<file path="config.mk">
export PLATFORM = sky130hd
export DESIGN_NAME = multi_queue_round_robin_fifo_flat
export DESIGN_NICKNAME = d
export VERILOG_FILES = /design/src/hdl/mqrr_pkg.sv /design/src/hdl/mqrr_if.sv /design/src/hdl/mqrr_front.sv /design/src/hdl/mqrr_back.sv /design/src/hdl/multi_queue_round_robin_fifo.sv /design/src/flat_wrapper.sv
export SDC_FILE = /design/constraint.sdc
export NUM_CORES = 2
export LEC_CHECK = 0
export BUFFER_PORTS_ARGS = -buffer_cell sky130_fd_sc_hd__buf_4
export CAP_MARGIN = 20
export CORE_MARGIN = 3
export CORE_UTILIZATION = 35
export CTS_BUF_LIST = sky130_fd_sc_hd__clkbuf_4
export DETAILED_ROUTE_END_ITERATION = 8
export GPL_TIMING_DRIVEN = 0
export PLACE_DENSITY_LB_ADDON = 0.25
export SYNTH_ARGS = -nofsm -noshare
export SYNTH_HDL_FRONTEND = slang
export SYNTH_MEMORY_MAX_BITS = 65536
export SYNTH_SLANG_ARGS = --single-unit
</file>
<file path="constraint.sdc">
create_clock -name clk -period 9 [get_ports clk]
set_clock_uncertainty 0.1 [all_clocks]
set_input_delay 1.8 -clock clk [delete_from_list [all_inputs] [get_ports clk]]
set_output_delay 1.8 -clock clk [all_outputs]
set_load 0.05 [all_outputs]
</file>
<file path="src/hdl/mqrr_pkg.sv">
// shared types, codes and defaults of the round-robin multi-queue fifo
`default_nettype none

package mqrr_pkg;

  // payload widths fixed by the channel definition
  localparam int QIDX_W   = 2;
  localparam int EVENT_W  = 64;
  localparam int STATUS_W = 2;

  // command codes
  localparam logic CMD_SEND = 1'b0;
  localparam logic CMD_RECV = 1'b1;

  // result status codes
  localparam logic [STATUS_W-1:0] ST_DONE    = 2'd0;
  localparam logic [STATUS_W-1:0] ST_DROPPED = 2'd1;
  localparam logic [STATUS_W-1:0] ST_REFUSED = 2'd2;
  localparam logic [STATUS_W-1:0] ST_EMPTY   = 2'd3;

  // configuration registers
  localparam int ACTQ_W = 3;
  localparam int CAP_W  = 5;
  localparam logic REG_ACTIVE_QUEUES  = 1'b0;
  localparam logic REG_QUEUE_CAPACITY = 1'b1;
  localparam logic [ACTQ_W-1:0] ACTQ_RESET = 3'd4;
  localparam logic [CAP_W-1:0]  CAP_RESET  = 5'd16;
  localparam int CFG_AW = 3;
  localparam int CFG_DW = 32;

  // parameter defaults
  localparam int DEF_NUM_QUEUES  = 4;
  localparam int DEF_DEPTH       = 16;
  localparam int DEF_EVENT_WIDTH = 64;

  // command queue between front and back
  localparam int CQ_DEPTH = 2;

  typedef struct packed {
    logic              is_recv;
    logic              unconn;
    logic              drop;
    logic [QIDX_W-1:0] queue_index;
  } cmd_ctrl_t;

endpackage

`default_nettype wire

</file>
<file path="src/hdl/mqrr_if.sv">
// request and result channel interfaces of the round-robin multi-queue fifo
`default_nettype none

interface mqrr_in_if
  import mqrr_pkg::*;
();
  logic              valid;
  logic              ready;
  logic              command;
  logic [QIDX_W-1:0] queue_index;
  logic [EVENT_W-1:0] event_data;
  logic              drop_full;

  modport source (output valid, command, queue_index, event_data, drop_full, input ready);
  modport sink   (input valid, command, queue_index, event_data, drop_full, output ready);
endinterface

interface mqrr_out_if
  import mqrr_pkg::*;
();
  logic                valid;
  logic                ready;
  logic [STATUS_W-1:0] status;
  logic [EVENT_W-1:0]  event_out;
  logic [QIDX_W-1:0]   source_queue;

  modport source (output valid, status, event_out, source_queue, input ready);
  modport sink   (input valid, status, event_out, source_queue, output ready);
endinterface

`default_nettype wire

</file>
<file path="src/hdl/mqrr_front.sv">
// front end: accepts requests, classifies them and queues them for the back end
`default_nettype none

module mqrr_front
  import mqrr_pkg::*;
#(
  parameter int NUM_QUEUES  = DEF_NUM_QUEUES,
  parameter int EVENT_WIDTH = DEF_EVENT_WIDTH
) (
  input  wire logic                                   clk,
  input  wire logic                                   rst_n,
  mqrr_in_if.sink                                     in_ch,
  input  wire logic [$clog2(NUM_QUEUES+1)-1:0]        act_eff,
  output logic                                        cmd_valid,
  output cmd_ctrl_t                                   cmd_ctrl,
  output logic [EVENT_WIDTH-1:0]                      cmd_data,
  input  wire logic                                   cmd_pop
);

  localparam int CQ_PW = $clog2(CQ_DEPTH);
  localparam int CQ_CW = $clog2(CQ_DEPTH+1);

  cmd_ctrl_t              ctrl_q_r [CQ_DEPTH];
  logic [EVENT_WIDTH-1:0] data_q_r [CQ_DEPTH];
  logic [CQ_PW-1:0]       wp_r, wp_nxt;
  logic [CQ_PW-1:0]       rp_r, rp_nxt;
  logic [CQ_CW-1:0]       fill_r, fill_nxt;
  logic                   push;
  cmd_ctrl_t              new_ctrl;

  assign in_ch.ready = (fill_r != CQ_CW'(CQ_DEPTH));
  assign push        = in_ch.valid && in_ch.ready;

  // a send to a queue beyond the connected ones behaves as a full queue
  always_comb begin
    new_ctrl.is_recv     = (in_ch.command == CMD_RECV);
    new_ctrl.unconn      = (32'(in_ch.queue_index) >= 32'(act_eff));
    new_ctrl.drop        = in_ch.drop_full;
    new_ctrl.queue_index = in_ch.queue_index;
  end

  always_comb begin
    wp_nxt   = wp_r;
    rp_nxt   = rp_r;
    fill_nxt = fill_r;
    if (push) begin
      wp_nxt = (wp_r == CQ_PW'(CQ_DEPTH-1)) ? '0 : wp_r + CQ_PW'(1);
    end
    if (cmd_pop) begin
      rp_nxt = (rp_r == CQ_PW'(CQ_DEPTH-1)) ? '0 : rp_r + CQ_PW'(1);
    end
    if (push && !cmd_pop) begin
      fill_nxt = fill_r + CQ_CW'(1);
    end else if (!push && cmd_pop) begin
      fill_nxt = fill_r - CQ_CW'(1);
    end
  end

  always_ff @(posedge clk) begin
    if (!rst_n) begin
      wp_r   <= '0;
      rp_r   <= '0;
      fill_r <= '0;
    end else begin
      wp_r   <= wp_nxt;
      rp_r   <= rp_nxt;
      fill_r <= fill_nxt;
    end
  end

  always_ff @(posedge clk) begin
    if (push) begin
      ctrl_q_r[wp_r] <= new_ctrl;
      data_q_r[wp_r] <= in_ch.event_data[EVENT_WIDTH-1:0];
    end
  end

  assign cmd_valid = (fill_r != '0);
  assign cmd_ctrl  = ctrl_q_r[rp_r];
  assign cmd_data  = data_q_r[rp_r];

endmodule

`default_nettype wire

</file>
<file path="src/hdl/mqrr_back.sv">
// back end: queue state, event store, round-robin search and result register
`default_nettype none

module mqrr_back
  import mqrr_pkg::*;
#(
  parameter int NUM_QUEUES  = DEF_NUM_QUEUES,
  parameter int DEPTH       = DEF_DEPTH,
  parameter int EVENT_WIDTH = DEF_EVENT_WIDTH
) (
  input  wire logic                              clk,
  input  wire logic                              rst_n,
  input  wire logic                              cmd_valid,
  input  wire cmd_ctrl_t                         cmd_ctrl,
  input  wire logic [EVENT_WIDTH-1:0]            cmd_data,
  output logic                                   cmd_pop,
  input  wire logic [$clog2(NUM_QUEUES+1)-1:0]   act_eff,
  input  wire logic [$clog2(DEPTH+1)-1:0]        cap_eff,
  mqrr_out_if.source                             out_ch
);

  localparam int QIW  = $clog2(NUM_QUEUES);
  localparam int QCW  = $clog2(NUM_QUEUES+1);
  localparam int PW   = $clog2(DEPTH);
  localparam int CW   = $clog2(DEPTH+1);
  localparam int AW   = $clog2(NUM_QUEUES*DEPTH);
  localparam int SUMW = CW + 1;

  localparam logic [1:0] S_EXEC   = 2'd0;
  localparam logic [1:0] S_REDUCE = 2'd1;
  localparam logic [1:0] S_READ   = 2'd2;

  logic [EVENT_WIDTH-1:0] mem [NUM_QUEUES*DEPTH];
  logic [EVENT_WIDTH-1:0] rd_data_r;
  logic [QIW-1:0]         rd_src_r;

  logic [PW-1:0]  rptr_r [NUM_QUEUES];
  logic [PW-1:0]  rptr_nxt [NUM_QUEUES];
  logic [CW-1:0]  cnt_r [NUM_QUEUES];
  logic [CW-1:0]  cnt_nxt [NUM_QUEUES];
  logic [QIW-1:0] ls_r, ls_nxt;
  logic           has_ls_r, has_ls_nxt;
  logic [1:0]     state_r, state_nxt;
  logic [QCW-1:0] s_r, s_nxt;

  logic                out_valid_r, out_valid_nxt;
  logic [STATUS_W-1:0] out_status_r, out_status_nxt;
  logic [EVENT_W-1:0]  out_event_r, out_event_nxt;
  logic [QIDX_W-1:0]   out_src_r, out_src_nxt;

  logic                  out_free;
  logic [QIW-1:0]        q_int;
  logic [QCW-1:0]        ls_inc;
  logic                  need_reduce;
  logic [QCW-1:0]        start_direct;
  logic [QCW-1:0]        start_sel;
  logic [NUM_QUEUES-1:0] mask;
  logic [NUM_QUEUES-1:0] hi_mask;
  logic [QIW-1:0]        sel_lo, sel_hi, sel;
  logic                  found;
  logic [QIW-1:0]        tq;
  logic [CW-1:0]         cnt_t;
  logic [PW-1:0]         rptr_t;
  logic                  full;
  logic [SUMW-1:0]       sum;
  logic [PW-1:0]         wslot;
  logic [PW-1:0]         rp_next;
  logic [AW-1:0]         addr_w, addr_r;
  logic                  do_send, recv_exec, go_reduce, reduce_done, do_search;
  logic                  do_hit, mem_we;

  assign out_free = !out_valid_r || out_ch.ready;
  assign q_int    = QIW'(32'(cmd_ctrl.queue_index));

  // search start: just past the last served queue, folded into the connected range
  assign ls_inc       = QCW'(32'(ls_r) + 1);
  assign need_reduce  = has_ls_r && (ls_inc > act_eff);
  assign start_direct = (!has_ls_r || ls_inc == act_eff) ? '0 : ls_inc;
  assign start_sel    = (state_r == S_REDUCE) ? s_r : start_direct;

  always_comb begin
    for (int i = 0; i < NUM_QUEUES; i++) begin
      mask[i]    = (cnt_r[i] != '0) && (i < 32'(act_eff));
      hi_mask[i] = mask[i] && (i >= 32'(start_sel));
    end
  end

  // first non-empty queue at or after the start, else wrap to the lowest one
  always_comb begin
    sel_lo = '0;
    sel_hi = '0;
    for (int i = NUM_QUEUES-1; i >= 0; i--) begin
      if (mask[i]) begin
        sel_lo = QIW'(i);
      end
      if (hi_mask[i]) begin
        sel_hi = QIW'(i);
      end
    end
    sel   = (|hi_mask) ? sel_hi : sel_lo;
    found = |mask;
  end

  assign tq     = cmd_ctrl.is_recv ? sel : q_int;
  assign cnt_t  = cnt_r[tq];
  assign rptr_t = rptr_r[tq];
  assign full   = cmd_ctrl.unconn || (cnt_t >= cap_eff);

  // ring slots wrap at the physical depth
  assign sum     = SUMW'(rptr_t) + SUMW'(cnt_t);
  assign wslot   = (sum >= SUMW'(DEPTH)) ? PW'(sum - SUMW'(DEPTH)) : PW'(sum);
  assign rp_next = (rptr_t == PW'(DEPTH-1)) ? '0 : rptr_t + PW'(1);
  assign addr_w  = AW'(32'(tq) * DEPTH + 32'(wslot));
  assign addr_r  = AW'(32'(tq) * DEPTH + 32'(rptr_t));

  assign do_send     = (state_r == S_EXEC) && cmd_valid && !cmd_ctrl.is_recv && out_free;
  assign recv_exec   = (state_r == S_EXEC) && cmd_valid && cmd_ctrl.is_recv && out_free;
  assign go_reduce   = recv_exec && need_reduce;
  assign reduce_done = (state_r == S_REDUCE) && (s_r < act_eff);
  assign do_search   = (recv_exec && !need_reduce) || (reduce_done && out_free);
  assign do_hit      = do_search && found;
  assign mem_we      = do_send && !full;
  assign cmd_pop     = do_send || do_search;

  always_comb begin
    for (int i = 0; i < NUM_QUEUES; i++) begin
      cnt_nxt[i]  = cnt_r[i];
      rptr_nxt[i] = rptr_r[i];
    end
    ls_nxt     = ls_r;
    has_ls_nxt = has_ls_r;
    if (mem_we) begin
      cnt_nxt[tq] = cnt_t + CW'(1);
    end
    if (do_hit) begin
      cnt_nxt[tq]  = cnt_t - CW'(1);
      rptr_nxt[tq] = rp_next;
      ls_nxt       = tq;
      has_ls_nxt   = 1'b1;
    end
  end

  always_comb begin
    state_nxt = state_r;
    s_nxt     = s_r;
    case (state_r)
      S_EXEC: begin
        if (go_reduce) begin
          state_nxt = S_REDUCE;
          s_nxt     = ls_inc - act_eff;
        end else if (do_hit) begin
          state_nxt = S_READ;
        end
      end
      S_REDUCE: begin
        if (!reduce_done) begin
          s_nxt = s_r - act_eff;
        end else if (do_search) begin
          state_nxt = do_hit ? S_READ : S_EXEC;
        end
      end
      S_READ: begin
        if (out_free) begin
          state_nxt = S_EXEC;
        end
      end
      default: begin
        state_nxt = S_EXEC;
      end
    endcase
  end

  always_comb begin
    out_valid_nxt  = out_valid_r;
    out_status_nxt = out_status_r;
    out_event_nxt  = out_event_r;
    out_src_nxt    = out_src_r;
    if (out_ch.ready) begin
      out_valid_nxt = 1'b0;
    end
    if (do_send) begin
      out_valid_nxt  = 1'b1;
      out_status_nxt = !full ? ST_DONE : (cmd_ctrl.drop ? ST_DROPPED : ST_REFUSED);
      out_event_nxt  = '0;
      out_src_nxt    = '0;
    end else if (do_search && !found) begin
      out_valid_nxt  = 1'b1;
      out_status_nxt = ST_EMPTY;
      out_event_nxt  = '0;
      out_src_nxt    = '0;
    end else if (state_r == S_READ && out_free) begin
      out_valid_nxt  = 1'b1;
      out_status_nxt = ST_DONE;
      out_event_nxt  = EVENT_W'(rd_data_r);
      out_src_nxt    = QIDX_W'(32'(rd_src_r));
    end
  end

  always_ff @(posedge clk) begin
    if (!rst_n) begin
      for (int i = 0; i < NUM_QUEUES; i++) begin
        cnt_r[i]  <= '0;
        rptr_r[i] <= '0;
      end
      ls_r        <= '0;
      has_ls_r    <= 1'b0;
      state_r     <= S_EXEC;
      s_r         <= '0;
      out_valid_r <= 1'b0;
    end else begin
      for (int i = 0; i < NUM_QUEUES; i++) begin
        cnt_r[i]  <= cnt_nxt[i];
        rptr_r[i] <= rptr_nxt[i];
      end
      ls_r        <= ls_nxt;
      has_ls_r    <= has_ls_nxt;
      state_r     <= state_nxt;
      s_r         <= s_nxt;
      out_valid_r <= out_valid_nxt;
    end
  end

  always_ff @(posedge clk) begin
    out_status_r <= out_status_nxt;
    out_event_r  <= out_event_nxt;
    out_src_r    <= out_src_nxt;
  end

  always_ff @(posedge clk) begin
    if (mem_we) begin
      mem[addr_w] <= cmd_data;
    end
    if (do_hit) begin
      rd_data_r <= mem[addr_r];
      rd_src_r  <= tq;
    end
  end

  assign out_ch.valid        = out_valid_r;
  assign out_ch.status       = out_status_r;
  assign out_ch.event_out    = out_event_r;
  assign out_ch.source_queue = out_src_r;

endmodule

`default_nettype wire

</file>
<file path="src/hdl/multi_queue_round_robin_fifo.sv">
// top level of the round-robin multi-queue fifo: register port, front and back ends
`default_nettype none

// NUM_QUEUES ring-buffer queues share one event store and one receiver. Each request
// gives exactly one result. Requests enter a two-entry command queue, so the input
// keeps accepting while a result waits on the output, until that queue is full. A
// send is executed in the S_EXEC state of the back end; a receive runs a round-robin
// search over the per-queue counts and, on a hit, a registered read of the event
// store. After active_queues is lowered below the queue served last, the next receive
// first subtracts active_queues from its search start in the S_REDUCE state until
// that start is back in range. The store has no clearing pass after reset. Registers
// sit at byte addresses 0 (active_queues) and 4 (queue_capacity); the user must write
// them only while no request is in flight, since the block does not enforce this.
module multi_queue_round_robin_fifo
  import mqrr_pkg::*;
#(
  parameter int NUM_QUEUES  = DEF_NUM_QUEUES,
  parameter int DEPTH       = DEF_DEPTH,
  parameter int EVENT_WIDTH = DEF_EVENT_WIDTH
) (
  input  wire logic              clk,
  input  wire logic              rst_n,
  mqrr_in_if.sink                in_ch,
  mqrr_out_if.source             out_ch,
  input  wire logic              psel,
  input  wire logic              penable,
  input  wire logic              pwrite,
  input  wire logic [CFG_AW-1:0] paddr,
  input  wire logic [CFG_DW-1:0] pwdata,
  output logic [CFG_DW-1:0]      prdata,
  output logic                   pready
);

  localparam int QCW = $clog2(NUM_QUEUES+1);
  localparam int CW  = $clog2(DEPTH+1);

  logic [ACTQ_W-1:0]      actq_r;
  logic [CAP_W-1:0]       cap_r;
  logic [QCW-1:0]         act_eff;
  logic [CW-1:0]          cap_eff;
  logic                   cfg_wr;
  logic                   reg_sel;
  logic                   cmd_valid;
  cmd_ctrl_t              cmd_ctrl;
  logic [EVENT_WIDTH-1:0] cmd_data;
  logic                   cmd_pop;

  assign pready  = 1'b1;
  assign cfg_wr  = psel && penable && pwrite;
  assign reg_sel = paddr[2];

  always_ff @(posedge clk) begin
    if (!rst_n) begin
      actq_r <= ACTQ_RESET;
      cap_r  <= CAP_RESET;
    end else if (cfg_wr) begin
      if (reg_sel == REG_ACTIVE_QUEUES) begin
        actq_r <= pwdata[ACTQ_W-1:0];
      end else begin
        cap_r <= pwdata[CAP_W-1:0];
      end
    end
  end

  assign prdata = (reg_sel == REG_ACTIVE_QUEUES) ? CFG_DW'(actq_r) : CFG_DW'(cap_r);

  // registers are clamped to their usable range where they are used
  always_comb begin
    if (actq_r == '0) begin
      act_eff = QCW'(1);
    end else if (32'(actq_r) > NUM_QUEUES) begin
      act_eff = QCW'(NUM_QUEUES);
    end else begin
      act_eff = QCW'(actq_r);
    end
    if (cap_r == '0) begin
      cap_eff = CW'(1);
    end else if (32'(cap_r) > DEPTH) begin
      cap_eff = CW'(DEPTH);
    end else begin
      cap_eff = CW'(cap_r);
    end
  end

  mqrr_front #(
    .NUM_QUEUES  (NUM_QUEUES),
    .EVENT_WIDTH (EVENT_WIDTH)
  ) u_front (
    .clk       (clk),
    .rst_n     (rst_n),
    .in_ch     (in_ch),
    .act_eff   (act_eff),
    .cmd_valid (cmd_valid),
    .cmd_ctrl  (cmd_ctrl),
    .cmd_data  (cmd_data),
    .cmd_pop   (cmd_pop)
  );

  mqrr_back #(
    .NUM_QUEUES  (NUM_QUEUES),
    .DEPTH       (DEPTH),
    .EVENT_WIDTH (EVENT_WIDTH)
  ) u_back (
    .clk       (clk),
    .rst_n     (rst_n),
    .cmd_valid (cmd_valid),
    .cmd_ctrl  (cmd_ctrl),
    .cmd_data  (cmd_data),
    .cmd_pop   (cmd_pop),
    .act_eff   (act_eff),
    .cap_eff   (cap_eff),
    .out_ch    (out_ch)
  );

`ifndef SYNTHESIS
  a_pop_needs_cmd: assert property (@(posedge clk) disable iff (!rst_n)
    cmd_pop |-> cmd_valid)
    else $error("command queue popped while empty");

  a_accept_queued: assert property (@(posedge clk) disable iff (!rst_n)
    (in_ch.valid && in_ch.ready) |=> cmd_valid)
    else $error("accepted request missing from command queue");

  a_fail_zero_payload: assert property (@(posedge clk) disable iff (!rst_n)
    (out_ch.valid && out_ch.status != ST_DONE) |->
    (out_ch.event_out == '0 && out_ch.source_queue == '0))
    else $error("failed request carries event payload");
`endif

endmodule

`default_nettype wire

</file>
<file path="src/flat_wrapper.sv">
// flat-port wrapper written by rule: the top's interface ports become plain ports
module multi_queue_round_robin_fifo_flat import mqrr_pkg::*;
#(
  parameter int NUM_QUEUES  = DEF_NUM_QUEUES,
  parameter int DEPTH       = DEF_DEPTH,
  parameter int EVENT_WIDTH = DEF_EVENT_WIDTH
)
  (clk, rst_n, psel, penable, pwrite, paddr, pwdata, prdata, pready, in_ch_valid, in_ch_command, in_ch_queue_index, in_ch_event_data, in_ch_drop_full, in_ch_ready, out_ch_valid, out_ch_status, out_ch_event_out, out_ch_source_queue, out_ch_ready);
  mqrr_in_if in_ch_i ();
  mqrr_out_if out_ch_i ();
  input  wire logic clk;
  input  wire logic rst_n;
  input  wire logic psel;
  input  wire logic penable;
  input  wire logic pwrite;
  input  wire logic [CFG_AW-1:0] paddr;
  input  wire logic [CFG_DW-1:0] pwdata;
  output logic [CFG_DW-1:0] prdata;
  output logic pready;
  input wire logic [$bits(in_ch_i.valid)-1:0] in_ch_valid;
  input wire logic [$bits(in_ch_i.command)-1:0] in_ch_command;
  input wire logic [$bits(in_ch_i.queue_index)-1:0] in_ch_queue_index;
  input wire logic [$bits(in_ch_i.event_data)-1:0] in_ch_event_data;
  input wire logic [$bits(in_ch_i.drop_full)-1:0] in_ch_drop_full;
  output wire logic [$bits(in_ch_i.ready)-1:0] in_ch_ready;
  output wire logic [$bits(out_ch_i.valid)-1:0] out_ch_valid;
  output wire logic [$bits(out_ch_i.status)-1:0] out_ch_status;
  output wire logic [$bits(out_ch_i.event_out)-1:0] out_ch_event_out;
  output wire logic [$bits(out_ch_i.source_queue)-1:0] out_ch_source_queue;
  input wire logic [$bits(out_ch_i.ready)-1:0] out_ch_ready;
  assign in_ch_i.valid = in_ch_valid;
  assign in_ch_i.command = in_ch_command;
  assign in_ch_i.queue_index = in_ch_queue_index;
  assign in_ch_i.event_data = in_ch_event_data;
  assign in_ch_i.drop_full = in_ch_drop_full;
  assign in_ch_ready = in_ch_i.ready;
  assign out_ch_valid = out_ch_i.valid;
  assign out_ch_status = out_ch_i.status;
  assign out_ch_event_out = out_ch_i.event_out;
  assign out_ch_source_queue = out_ch_i.source_queue;
  assign out_ch_i.ready = out_ch_ready;
  multi_queue_round_robin_fifo #(.NUM_QUEUES(NUM_QUEUES), .DEPTH(DEPTH), .EVENT_WIDTH(EVENT_WIDTH)) u_core (.clk(clk), .rst_n(rst_n), .in_ch(in_ch_i), .out_ch(out_ch_i), .psel(psel), .penable(penable), .pwrite(pwrite), .paddr(paddr), .pwdata(pwdata), .prdata(prdata), .pready(pready));
endmodule
</file>
==> metrics.md <==
| Metric | Value |
|---|---|
| PortBufs | 153 |
| CTS max path bufs | 5 |
| Worst flop-to-flop path startpoint | u_core.actq_r[2] |
| Die height | approximately 700 um |
| Post-synth top area cell | edfxtp_1 |
| Worst-margin pin slew | ~1.4 ns |
| Clk Latency, worst-skew pair | around 1.7 ns |
| Final instance count without filler cells | around 17000 |
| R2r setup slk | ~0.13 ns |
| Gr busiest metal | met2 |
| Post-place setup slack | -0.3549 ns |
| Initial antenna violation count | 43 |
| Maxcap violations | 0 |
| #FFs+latches synth | approximately 4400 |
| CTS root buf | clkbuf_4 |
| Pin count of the biggest net entering global routing | 65 |
| HP Class | input pin to flop |
| Flop pwr share | between 40% and 50% |
| GP Congestion | slightly above 0.8 |
| Drt pass-1 iters | 7 |
| Final setup violation count | 0 |
| CP Class | flop to flop |
| Relative slew slack | just under 7% |
| Drc violations | 0 |
| Vias | approximately 94000 |
| FMAX | about 110 MHz |
| Internal | around 0.039 W |
| Async set-reset flop share out of synthesis | 0% |
| Met2 GRT Util | ~34% |
| Arr. time, crit path | 10.09 ns |
| Full die area | about 490000 sq um |
| Sink Count | 4426 |
| Dpl cells | 14970 |
| Boundary Pins | about 210 |
| Switch share | 34.99% |
| Outcome | complete, no violations |
| Post-synth top area share | approximately three quarters |
| Gate power share | a little under a third |
| Num CTS Buffers | about 1200 |
| First-pass GRT wire length | approximately 720000 um |
| Vias/cell | 5.418 |
| Most frequent cells in the layout | edfxtp_1, clkbuf_4, mux2i_1 |
| H-Tree Depth | 7 |
| Critical path cell sequence | inv_1 -> nand2_1 -> ha_1 -> and3_1 -> nor4b_1 -> nor3_1 -> a311o_1 -> a22oi_2 -> mux4_2 -> buf_4 -> buf_4 -> buf_4 -> buf_12 -> buf_2 -> ha_1 -> a21o_1 -> a21oi_1 -> xnor2_1 -> xor2_1 -> nand2_2 -> nor2_4 -> buf_12 -> buf_12 |
| Core ar. | roughly 480000 sq um |
| CTS tree | yes |
| Critical Path Start | u_core.actq_r[2] |
| Final worst-path cycle share | a little over nine tenths |
| Main area contributors after synthesis | edfxtp_1, mux4_2, mux2i_1, a221oi_1, dfxtp_1 |
| Most common cell after layout, fill and taps aside | edfxtp_1 |
| Sequential element share of the synthesized area | about four fifths |
| Clock Power Share | between 20 and 30% |
| Row count | around 250 |
| Fin nets | 10240 |
| EDFF count, synth | ~4300 |
| Total grt overflow | 0 |
| Placed wire-length estimate | between 300000 and 400000 um |
| VDD IR max | 0.3138 mV |
| CP Capture Type | flop |
| PwrDens | about 300 nW/um^2 |
| Sw power | ~0.021 W |
| Drt total wl | approximately 520000 um |
| Routed Antenna Nets | 0 |
| Ratio of cells with drive above 1 in the final layout | between 30% and 40% |
| Final worst slack | 0.1308 ns |
| Syn Area/Cell | just over 20 sq um |
| Pleak | ~62 nW |
| WL/cell | ~30 um |
| Critical Path RT | a little over 10 ns |
| Synth cell types | 64 |
| Initial DRC Count | 10480 |
| Mapped Cells | about 8200 |
| Mapped Area | between 150000 and 200000 sq um |
| CP Max Fanout | 20 |
| GRT Total Usage | between 20% and 30% |
| Crit path launch type | flop |
| Synth Flop Type | edfxtp_1 |
| Vias in the first global route | 95280 |
| Slew Limit Fails | 0 |
| CP max stage delay | 0.65 ns |
| Synth Warn # | 0 |
| Startpoint of the worst hold path | in_ch_event_data[38] |
| Final min period | a little under 9 ns |
| M1 GR Usage | a little over a quarter |
| Slowest CP cell | nor2_4 |
| Worst-path clk slew | roughly 0.060 ns |
| Initial Util | about a third |
| Met3 usage | approximately 5% |
| Die width | 700.1 um |
| Final Hold Violating Endpoints | 0 |
| Layout area overhead | 18.96% |
-- sequential cells by signal, indices dropped and copies added, names as in the netlist, 3 cells and up, named ones only --
signal	cells
u_core.actq_r	3
u_core.cap_r	5
u_core.u_back.cnt_r	20
u_core.u_back.mem	4096
u_core.u_back.out_ch.event_out	64
u_core.u_back.rd_data_r	64
u_core.u_back.rptr_r	16
u_core.u_back.s_r	3
u_core.u_front.ctrl_q_r	10
u_core.u_front.data_q_r	128
-- worst paths after layout --
check | endpoint | cells past startpoint
max reg2reg | u_core.u_back.mem[14][45] | 23
min reg2reg | u_core.u_back.out_ch.event_out[27] | 2
min | u_core.u_front.data_q_r[0][38] | 1
max | u_core.u_back.mem[14][45] | 23
-- synth_stat cells, types with 7 or more instances --
master / n
a211oi_1: 7
a21boi_0: 7
a21oi_1: 146
a221oi_1: 587
a22o_1: 65
a22oi_1: 130
and2_1: 14
buf_1: 12
buf_2: 213
buf_4: 74
buf_6: 13
clkbuf_1: 159
dfxtp_1: 124
edfxtp_1: 4302
ha_1: 21
inv_1: 13
mux2_2: 67
mux2i_1: 1044
mux4_2: 520
nand2_1: 189
nand2b_1: 16
nand3_1: 9
nand4b_1: 65
nor2_1: 113
nor2b_1: 17
nor3_1: 8
nor4_1: 129
o211a_1: 7
o21ai_0: 21
xnor2_1: 10
xor2_1: 7
-- final cells by class --
cell class                      count  area [sq um]
Clock inverter                    243          1256
Multi-Input combinational cell   3287         35100
Inverter                           15         56.30
Sequential cell                  4426        131700
Fill cell                       42630        278700
Timing Repair Buffer              690          9027
Tap cell                         6400          8008
Buffer                            474          2457
Antenna cell                       48         120.1
Clock buffer                     1719         12900
-- power by group through the flow --
stage               Combinational, W  Sequential [W]  Clock, W
floorplan                    0.00892          0.0260         0
global placement              0.0206          0.0263         0
detailed placement            0.0180          0.0257         0
CTS                           0.0181          0.0253    0.0174
global route                  0.0192          0.0253    0.0186
finish                        0.0184          0.0252    0.0170
-- worst max-delay path, delay by kind of cell, from the launching register on --
kind	cells	cell delay, ns
compound gates	4	1.03
xor+xnor	2	0.80
fa+ha+maj	2	0.65
buf+inv	8	2.60
flops	1	0.58
mux	1	0.41
simple gates	6	2.16
-- repair_timing --
action	4_1_cts	5_1_grt
endpoints found under the setup margin	1192	2349
hold endpoints to repair	134	0
buffers inserted	150	43
resized for setup	3	6
gates cloned	2	0
pin swaps	42	11
hold buffers	69	0
-- metal layers --
metal / up-vias / part of all wire (%)
met2: 4520 / 49
met4: 0 / 2.7
li1: 39160 / -
met1: 49350 / 40
met5: - / 0
met3: 713 / 8.0
-- through the flow --
step / instance area, sq um / hold WS (ns) / util [%] / power (W) / TNS (ns)
6_report: 200600 / 0.2687 / 41.86 / 0.06058 / 0
5_1_grt: 200500 / 0.09702 / 41.84 / 0.06309 / -0.8325
4_1_cts: 199000 / 0.004840 / 41.52 / 0.06085 / -0.6790
3_5_place_dp: 182700 / 0.3523 / 38.13 / 0.04373 / -92.12
3_3_place_gp: 177900 / 0.3509 / 37.12 / 0.04689 / -
2_1_floorplan: 168700 / 0.3405 / - / 0.03493 / 0
-- kinds of logic after synthesis --
kind of cell	count (synthesis)	synth area share, %
fa+ha+maj	24	0.1914
mux	1632	13.60
simple gates	583	1.811
flops	4426	78.08
buf+inv	491	1.485
other cells	2	0.004454
compound gates	1001	4.737
xor+xnor	17	0.08830
No activity file was read; power rests on OpenSTA's default activity.
